$ cat config.mk
export PLATFORM = sky130hd
export DESIGN_NAME = dpb_axis
export DESIGN_NICKNAME = d
export VERILOG_FILES = /design/src/rtl/dpb_pkg.sv /design/src/rtl/dpb_axis.sv
export SDC_FILE = /design/constraint.sdc
export NUM_CORES = 2
export LEC_CHECK = 0
export BUFFER_PORTS_ARGS = -buffer_cell sky130_fd_sc_hd__buf_2
export CAP_MARGIN = 40
export CORE_AREA = 2 2 362 364
export CTS_CLUSTER_SIZE = 28
export DETAILED_ROUTE_END_ITERATION = 12
export DIE_AREA = 0 0 364 366
export GPL_ROUTABILITY_DRIVEN = 1
export HOLD_SLACK_MARGIN = 0.03
export SYNTH_ARGS = -nofsm -noshare
export SYNTH_HDL_FRONTEND = slang
export SYNTH_SLANG_ARGS = --single-unit
$ cat constraint.sdc
create_clock -name clk -period 8.3 [get_ports clk]
set_input_delay 0.415 -clock clk [delete_from_list [all_inputs] [get_ports clk]]
set_output_delay 0.415 -clock clk [all_outputs]
set_load 0.01 [all_outputs]
$ cat src/rtl/dpb_pkg.sv
// Shared types, constants and width helpers for the depth pixel back-projection block.
// No dependencies; every other file in rtl/ refers to this package by scoped names.
package dpb_pkg;

    localparam int COORD_BITS_DEF = 12;

    localparam int DEPTH_W   = 16;
    localparam int FOCAL_W   = 24;
    localparam int FOCAL_LO  = 12;
    localparam int CENTER_W  = 16;
    localparam int COEF_W    = 16;
    localparam int ROW_W     = 4 * COEF_W;
    localparam int COLOUR_W  = 32;
    localparam int WORLD_W   = 32;
    localparam int CFG_IDX_W = 4;
    localparam int CFG_DAT_W = 64;

    // Intrinsics rounding: Q.40 product down to Q.16
    localparam int CAM_SHIFT = 24;
    // Transform rounding: Q.28 sum down to Q.16
    localparam int MAT_SHIFT = 12;
    // cam_z = depth * 16, held as a non-negative signed value
    localparam int CAMZ_W    = DEPTH_W + 5;
    localparam int PZ_W      = CAMZ_W + COEF_W;
    // cam_w = 1.0 in Q16.16
    localparam int ONE_SHIFT = 16;

    localparam logic [FOCAL_W-1:0]  INV_FX_RST = 24'd31960;
    localparam logic [FOCAL_W-1:0]  INV_FY_RST = 24'd31960;
    localparam logic [CENTER_W-1:0] CX_RST     = 16'd5120;
    localparam logic [CENTER_W-1:0] CY_RST     = 16'd3840;
    localparam logic [ROW_W-1:0]    ROW0_RST   = 64'h0000_0000_0000_1000;
    localparam logic [ROW_W-1:0]    ROW1_RST   = 64'h0000_0000_1000_0000;
    localparam logic [ROW_W-1:0]    ROW2_RST   = 64'h0000_1000_0000_0000;
    localparam logic [ROW_W-1:0]    ROW3_RST   = 64'h1000_0000_0000_0000;

    typedef enum logic [CFG_IDX_W-1:0] {
        REG_INV_FX = 4'd0,
        REG_INV_FY = 4'd1,
        REG_CX     = 4'd2,
        REG_CY     = 4'd3,
        REG_ROW0   = 4'd4,
        REG_ROW1   = 4'd5,
        REG_ROW2   = 4'd6,
        REG_ROW3   = 4'd7
    } cfg_reg_t;

    // Stage advance strobes for the intrinsics lane
    typedef struct packed {
        logic s1;
        logic s2;
        logic s3;
        logic s4;
    } axis_en_t;

    // Signed width of column*16 - center
    function automatic int dx_width(input int coord_bits);
        int cw;
        begin
            cw = coord_bits + 4;
            dx_width = ((cw > CENTER_W) ? cw : CENTER_W) + 1;
        end
    endfunction

    // Signed width of (column*16 - center) * depth
    function automatic int pd_width(input int coord_bits);
        pd_width = dx_width(coord_bits) + DEPTH_W;
    endfunction

    // Signed width of a camera coordinate after rounding
    function automatic int cam_width(input int coord_bits);
        cam_width = pd_width(coord_bits) + 1;
    endfunction

endpackage

$ cat src/rtl/dpb_axis.sv
// One intrinsics lane: (coord*16 - center) * depth * inv_focal, rounded to Q.16.
// Four register stages; depends on dpb_pkg.
module dpb_axis #(
    parameter int COORD_BITS = dpb_pkg::COORD_BITS_DEF
) (
    input  logic                                           clk,
    input  dpb_pkg::axis_en_t                              en,
    input  logic [COORD_BITS-1:0]                          coord,
    input  logic [dpb_pkg::CENTER_W-1:0]                   center,
    input  logic [dpb_pkg::DEPTH_W-1:0]                    depth,
    input  logic [dpb_pkg::FOCAL_W-1:0]                    inv_focal,
    output logic signed [dpb_pkg::cam_width(COORD_BITS)-1:0] cam
);
    localparam int DX_W  = dpb_pkg::dx_width(COORD_BITS);
    localparam int PD_W  = dpb_pkg::pd_width(COORD_BITS);
    localparam int CAM_W = dpb_pkg::cam_width(COORD_BITS);
    localparam int FHI_W = dpb_pkg::FOCAL_W - dpb_pkg::FOCAL_LO;
    localparam int PL_W  = PD_W + dpb_pkg::FOCAL_LO;
    localparam int PH_W  = PD_W + FHI_W;
    localparam int SUM_W = PD_W + dpb_pkg::FOCAL_W + 1;

    logic signed [DX_W-1:0]             dx_next;
    logic signed [DX_W-1:0]             dx_reg;
    logic [dpb_pkg::DEPTH_W-1:0]        depth_reg;
    logic signed [PD_W-1:0]             pd_next;
    logic signed [PD_W-1:0]             pd_reg;
    logic signed [PL_W-1:0]             pl_next;
    logic signed [PH_W-1:0]             ph_next;
    logic signed [PL_W-1:0]             pl_reg;
    logic signed [PH_W-1:0]             ph_reg;
    logic signed [SUM_W-1:0]            sum;
    logic signed [CAM_W-1:0]            cam_next;
    logic signed [CAM_W-1:0]            cam_reg;

    // Stage 1: offset from the principal point, Q.4
    assign dx_next = $signed(DX_W'({coord, 4'b0000})) - $signed(DX_W'(center));

    // Stage 2: scale by depth
    assign pd_next = dx_reg * $signed({1'b0, depth_reg});

    // Stage 3: split the reciprocal focal length into two narrow products
    assign pl_next = pd_reg * $signed({1'b0, inv_focal[dpb_pkg::FOCAL_LO-1:0]});
    assign ph_next = pd_reg *
                     $signed({1'b0, inv_focal[dpb_pkg::FOCAL_W-1:dpb_pkg::FOCAL_LO]});

    // Stage 4: recombine, round half up, drop 24 fraction bits
    assign sum = (SUM_W'(ph_reg) <<< dpb_pkg::FOCAL_LO) + SUM_W'(pl_reg)
               + (SUM_W'(1) <<< (dpb_pkg::CAM_SHIFT - 1));
    assign cam_next = sum[SUM_W-1:dpb_pkg::CAM_SHIFT];

    always_ff @(posedge clk)
    begin
        if (en.s1)
        begin
            dx_reg    <= dx_next;
            depth_reg <= depth;
        end
        if (en.s2)
        begin
            pd_reg <= pd_next;
        end
        if (en.s3)
        begin
            pl_reg <= pl_next;
            ph_reg <= ph_next;
        end
        if (en.s4)
        begin
            cam_reg <= cam_next;
        end
    end

    assign cam = cam_reg;

endmodule

* Yosys cells after proc, flatten, opt, wreduce, memory -nomap -nowiden
Cells that the tools add are included.
Storage, ports and cells: input bits 73, register bits after elaboration 190, output and inout bits 34
Operators by class: $add $sub $neg 3, multipliers 3
Operators with widths (number):
- $mul 33x13->45 | 2
- $add 57x45->58 | 1
- $add 58x25->58 const B | 1
- $mul 17x17->33 | 1
- $sub 16x16->17 | 1

* Logic depth before layout (Yosys ltp)
depth in word-level cells 2, mapped depth 25, depth with buffers taken out 23

* Worst setup path before layout
OpenSTA, ideal clock, no wires.
kind reg2reg, from register depth_reg[9] in the netlist's numbering, to register pd_reg[32] (data pin), clock period less this slack 6.277 ns, path buffers 2, arrival time 6.017 ns, cell stages (with the launch flop) 24, required time 8.040 ns, library setup time 0.260 ns, path slack 2.023 ns, cells stage by stage edfxtp_1 > clkbuf_1 > clkbuf_1 > nand2_1 > fa_1 > inv_1 > fa_1 > fa_1 > fa_1 > fa_1 > inv_1 > fa_1 > inv_1 > ha_1 > a21o_1 > a21o_1 > a211oi_1 > a2bb2oi_1 > o31ai_1 > o41ai_2 > o211ai_1 > a31o_2 > a21oi_1 > xnor2_1
On the way: longest elaborated chain between the ends 1
Ends and longest elaborated chain:
- start, declared | RTL line dpb_axis.sv:24 | logic [dpb_pkg::DEPTH_W-1:0] depth_reg;
- start signal, assigned | RTL line dpb_axis.sv:56 | depth_reg <= depth;
- $mul 17x17->33 | RTL line dpb_axis.sv:39 | assign pd_next = dx_reg * $signed({1'b0, depth_reg});
- via pd_next[32] | RTL line dpb_axis.sv:25 | logic signed [PD_W-1:0] pd_next;
- end signal, assigned | RTL line dpb_axis.sv:60 | pd_reg <= pd_next;
- end, declared | RTL line dpb_axis.sv:26 | logic signed [PD_W-1:0] pd_reg;
The timed path passes the listed nets, and every way through them passes these cells. A chain may end at the register's enable or synchronous reset.

* Final worst setup path
from register dx_reg[10], to register pd_reg[31] (data pin)
On the way: longest elaborated chain between the ends 1
Ends and longest elaborated chain:
- start, declared | RTL line dpb_axis.sv:23 | logic signed [DX_W-1:0] dx_reg;
- start signal, assigned | RTL line dpb_axis.sv:55 | dx_reg <= dx_next;
- $mul 17x17->33 | RTL line dpb_axis.sv:39
- via pd_next[31] | RTL line dpb_axis.sv:25
The timed path passes the listed nets, and every way through them passes these cells.

==> results.cfg <==
[run_status]
run_status = finished, final reports clean

[final_layout]
sequential_cell_area_um2 = 5345
mostFrequentLayoutCell = sky130_fd_sc_hd__inv_1
insertedDiodeCount = 0
final_nets = 6190
area_growth_syn_to_layout_pct = 6.797
finalCoreUtilization_pct = 37.22
final_cell_mix = sky130_fd_sc_hd__inv_1 (1266), sky130_fd_sc_hd__fa_1 (963), sky130_fd_sc_hd__nand2_1 (619)
area_of_all_placed_cells_without_fillers_um2 = 48010
final_layout_size_suffix_gt1_share_pct = 3.820
largest_register_ffs = 45
n_fill_cell = 13043
multi_input_comb_area_um2 = 34180

[synth]
post-synth-top-area-fraction_pct = 42.89
synth.cell_area_um2 = 44950
postSynthCellCount = 4803
synth.yosys.warnings = 0
post_synth_main_area_contributors = sky130_fd_sc_hd__fa_1 (43%), sky130_fd_sc_hd__edfxtp_1 (12%), sky130_fd_sc_hd__inv_1 (11%)
synthArstFlopShare_pct = 0
ys_ff_latch = 178
syn-num-nets = 6215
ys.flop_type = sky130_fd_sc_hd__edfxtp_1
netlist.top_cell.by_area = sky130_fd_sc_hd__fa_1
synth_enable_flop_cells = 178
netlist-cell-type-count = 56
synth_seq_area_share_pct = 11.89
syn_avg_cell_area_um2 = 9.359

[grt]
vias_in_the_first_global_route = 32512
grt_first_pass_wirelength_mm = 164.2
gr-usage-all-layers_pct = 15.24
pin_count_of_the_biggest_net_entering_global_routing = 63
grt_overflow = 0
antenna_violations_before_repair = 7

[clock_tree]
ctsLongestPathBuffers = 2
clock_input_transition_at_the_sequential_cells_of_the_worst_setup_and_hold_paths_ps = 90
insertion_delay_ps = 530
clock_sink_count = 178
post_cts.resized_instances = 0
tritoncts_buffer_count = 17
tritoncts = done
cts_post_setup_buffers_inserted = 0
cts-hold-fix-buffers = 0
cts_htree_levels = 4
cell_at_the_root_of_the_clock_tree = sky130_fd_sc_hd__clkbuf_16

[placement]
placement_stage_worst_setup_slack_ps = 1208
routabilityCongestion = 0.8780
place_hpwl_mm = 82.14
io_buffer_count = 106
cell_area_after_placement_um2 = 47360

[hold_path]
min-delay-path-class = in -> reg

[floorplanning]
core_region_area_um2 = 129000
number_of_core_rows = 132
initial_util_pct = 34.85
die-area_um2 = 133200
pin_count = 107
chipWidth_um = 364
floorplan.die.height_um = 366

[routing]
drt-vias-per-instance = 4.565
wirelength_mm = 96.50
wire_per_inst_um = 14.77
detailedRoute.firstPassIterationCount = 5
ant_nets = 0
drt-initial-drc-count = 1334
via_count = 29822
drt_drc_violations_left = 0

[sta]
grt_setup_unrepaired = false
fin_crit_ps = 6969
finalClockSkew_ps = 29.75
maxClockFrequency_ghz = 0.1435
tightest_slew_ps = 959.5
finalCritPeriodShare_pct = 83.96
max-slew-margin-rel_pct = 36.03
number_of_pins_with_negative_max_slew_slack_in_the_final_report = 0
final-hold-violation-count = 0
setup_violations = 0
fin_tns_setup_ps = 0
finalWorstSetupSlack_ps = 1331

[setup_path]
critical_path_peak_fanout = 16
end_kind = flop
critPathRequiredTime_ps = 8590
cp-start-kind = flop
worstPathArrival_ps = 7250
timing_worst_setup_path_type = reg -> reg

[flow_run]
max_cap_violations = 0
cell usage after synthesis, drive strengths merged (2+ instances only):
| cell type | number |
|---|---|
| nand3 | 19 |
| a31oi | 9 |
| ha | 376 |
| a211oi | 18 |
| nand2 | 619 |
| o21a | 21 |
| a2111oi | 2 |
| nor4 | 7 |
| nand3b | 2 |
| xor2 | 41 |
| a21oi | 109 |
| nand2b | 15 |
| o21bai | 14 |
| and3 | 7 |
| edfxtp | 178 |
| o31a | 4 |
| nor2 | 85 |
| nor3 | 18 |
| nor2b | 24 |
| a41oi | 5 |
| a311oi | 2 |
| o221ai | 2 |
| o211ai | 5 |
| or2 | 3 |
| xnor2 | 115 |
| clkbuf | 179 |
| or4 | 3 |
| o21ai | 69 |
| nand4 | 13 |
| o31ai | 9 |
| fa | 963 |
| a31o | 3 |
| o41ai | 6 |
| a21boi | 5 |
| and4 | 2 |
| or3 | 3 |
| a21o | 73 |
| and2 | 498 |
| inv | 1266 |
| o2111ai | 2 |
final timing paths:
| path | slack [ps] | startpoint | depth (start not counted) | to |
|---|---|---|---|---|
| hold reg to reg | 820 | ph_reg[44] | 3 | cam[33] |
| hold / removal | 80 | depth[1] | 1 | depth_reg[1] |
| setup reg to reg | 1330 | dx_reg[10] | 22 | pd_reg[31] |
| setup / recovery | 1330 | dx_reg[10] | 22 | pd_reg[31] |
cell type report:
type	count	area share [%]
Multi-Input combinational cell	3180	71.20
Sequential cell	178	11.13
Inverter	1266	9.899
Tap cell	1742	4.540
Timing Repair Buffer	135	1.877
Clock buffer	17	0.8862
Clock inverter	15	0.4613
kinds of logic after synthesis:
family | count (synthesis) | share of synthesized area, %
buf+inv | 1445 | 12.07
fa+ha+maj | 1339 | 53.35
simple gates | 1320 | 14.39
compound gates | 365 | 5.255
flops | 178 | 11.89
xor+xnor | 156 | 3.040
worst max-delay path, stage by stage, from the launching register on:
cell	delay (ps)
sky130_fd_sc_hd__edfxtp_1	650
sky130_fd_sc_hd__and2_1	300
sky130_fd_sc_hd__fa_1	530
sky130_fd_sc_hd__inv_1	50
sky130_fd_sc_hd__fa_1	560
sky130_fd_sc_hd__fa_1	450
sky130_fd_sc_hd__fa_1	560
sky130_fd_sc_hd__inv_1	50
sky130_fd_sc_hd__fa_1	480
sky130_fd_sc_hd__inv_1	50
sky130_fd_sc_hd__fa_1	470
sky130_fd_sc_hd__inv_1	40
sky130_fd_sc_hd__ha_1	330
sky130_fd_sc_hd__a21o_1	180
sky130_fd_sc_hd__a21oi_1	150
sky130_fd_sc_hd__nor2b_1	60
sky130_fd_sc_hd__a311oi_1	320
sky130_fd_sc_hd__a21oi_1	210
sky130_fd_sc_hd__o41ai_1	630
sky130_fd_sc_hd__o31ai_1	220
sky130_fd_sc_hd__a21o_1	210
sky130_fd_sc_hd__a21oi_1	170
sky130_fd_sc_hd__xnor2_1	70
routing by layer:
metal | share of wire, % | global-route usage, % | wire (µm) | up-vias
met5 | 0.011 | 0 | 11 | -
met4 | 1.2 | 3.072 | 1166 | 2
met3 | 5.4 | 2.498 | 5163 | 57
met2 | 47 | 25.32 | 44990 | 593
met1 | 47 | 20.92 | 45180 | 15064
li1 | - | - | - | 14106
per-stage QoR:
| stage | hold slack (ps) | cells |
|---|---|---|
| final | 78.65 | 6533 |
| after global routing | 60.61 | 6533 |
| after CTS | 30.20 | 6533 |
| after detailed placement | 594.9 | 6501 |
| after global placement | 594.5 | 6491 |
| after floorplan | 513.9 | 4803 |
Power is left out: the tool's default activity adds up to more than one toggle a clock period on the data nets, which glitch-free logic cannot reach.
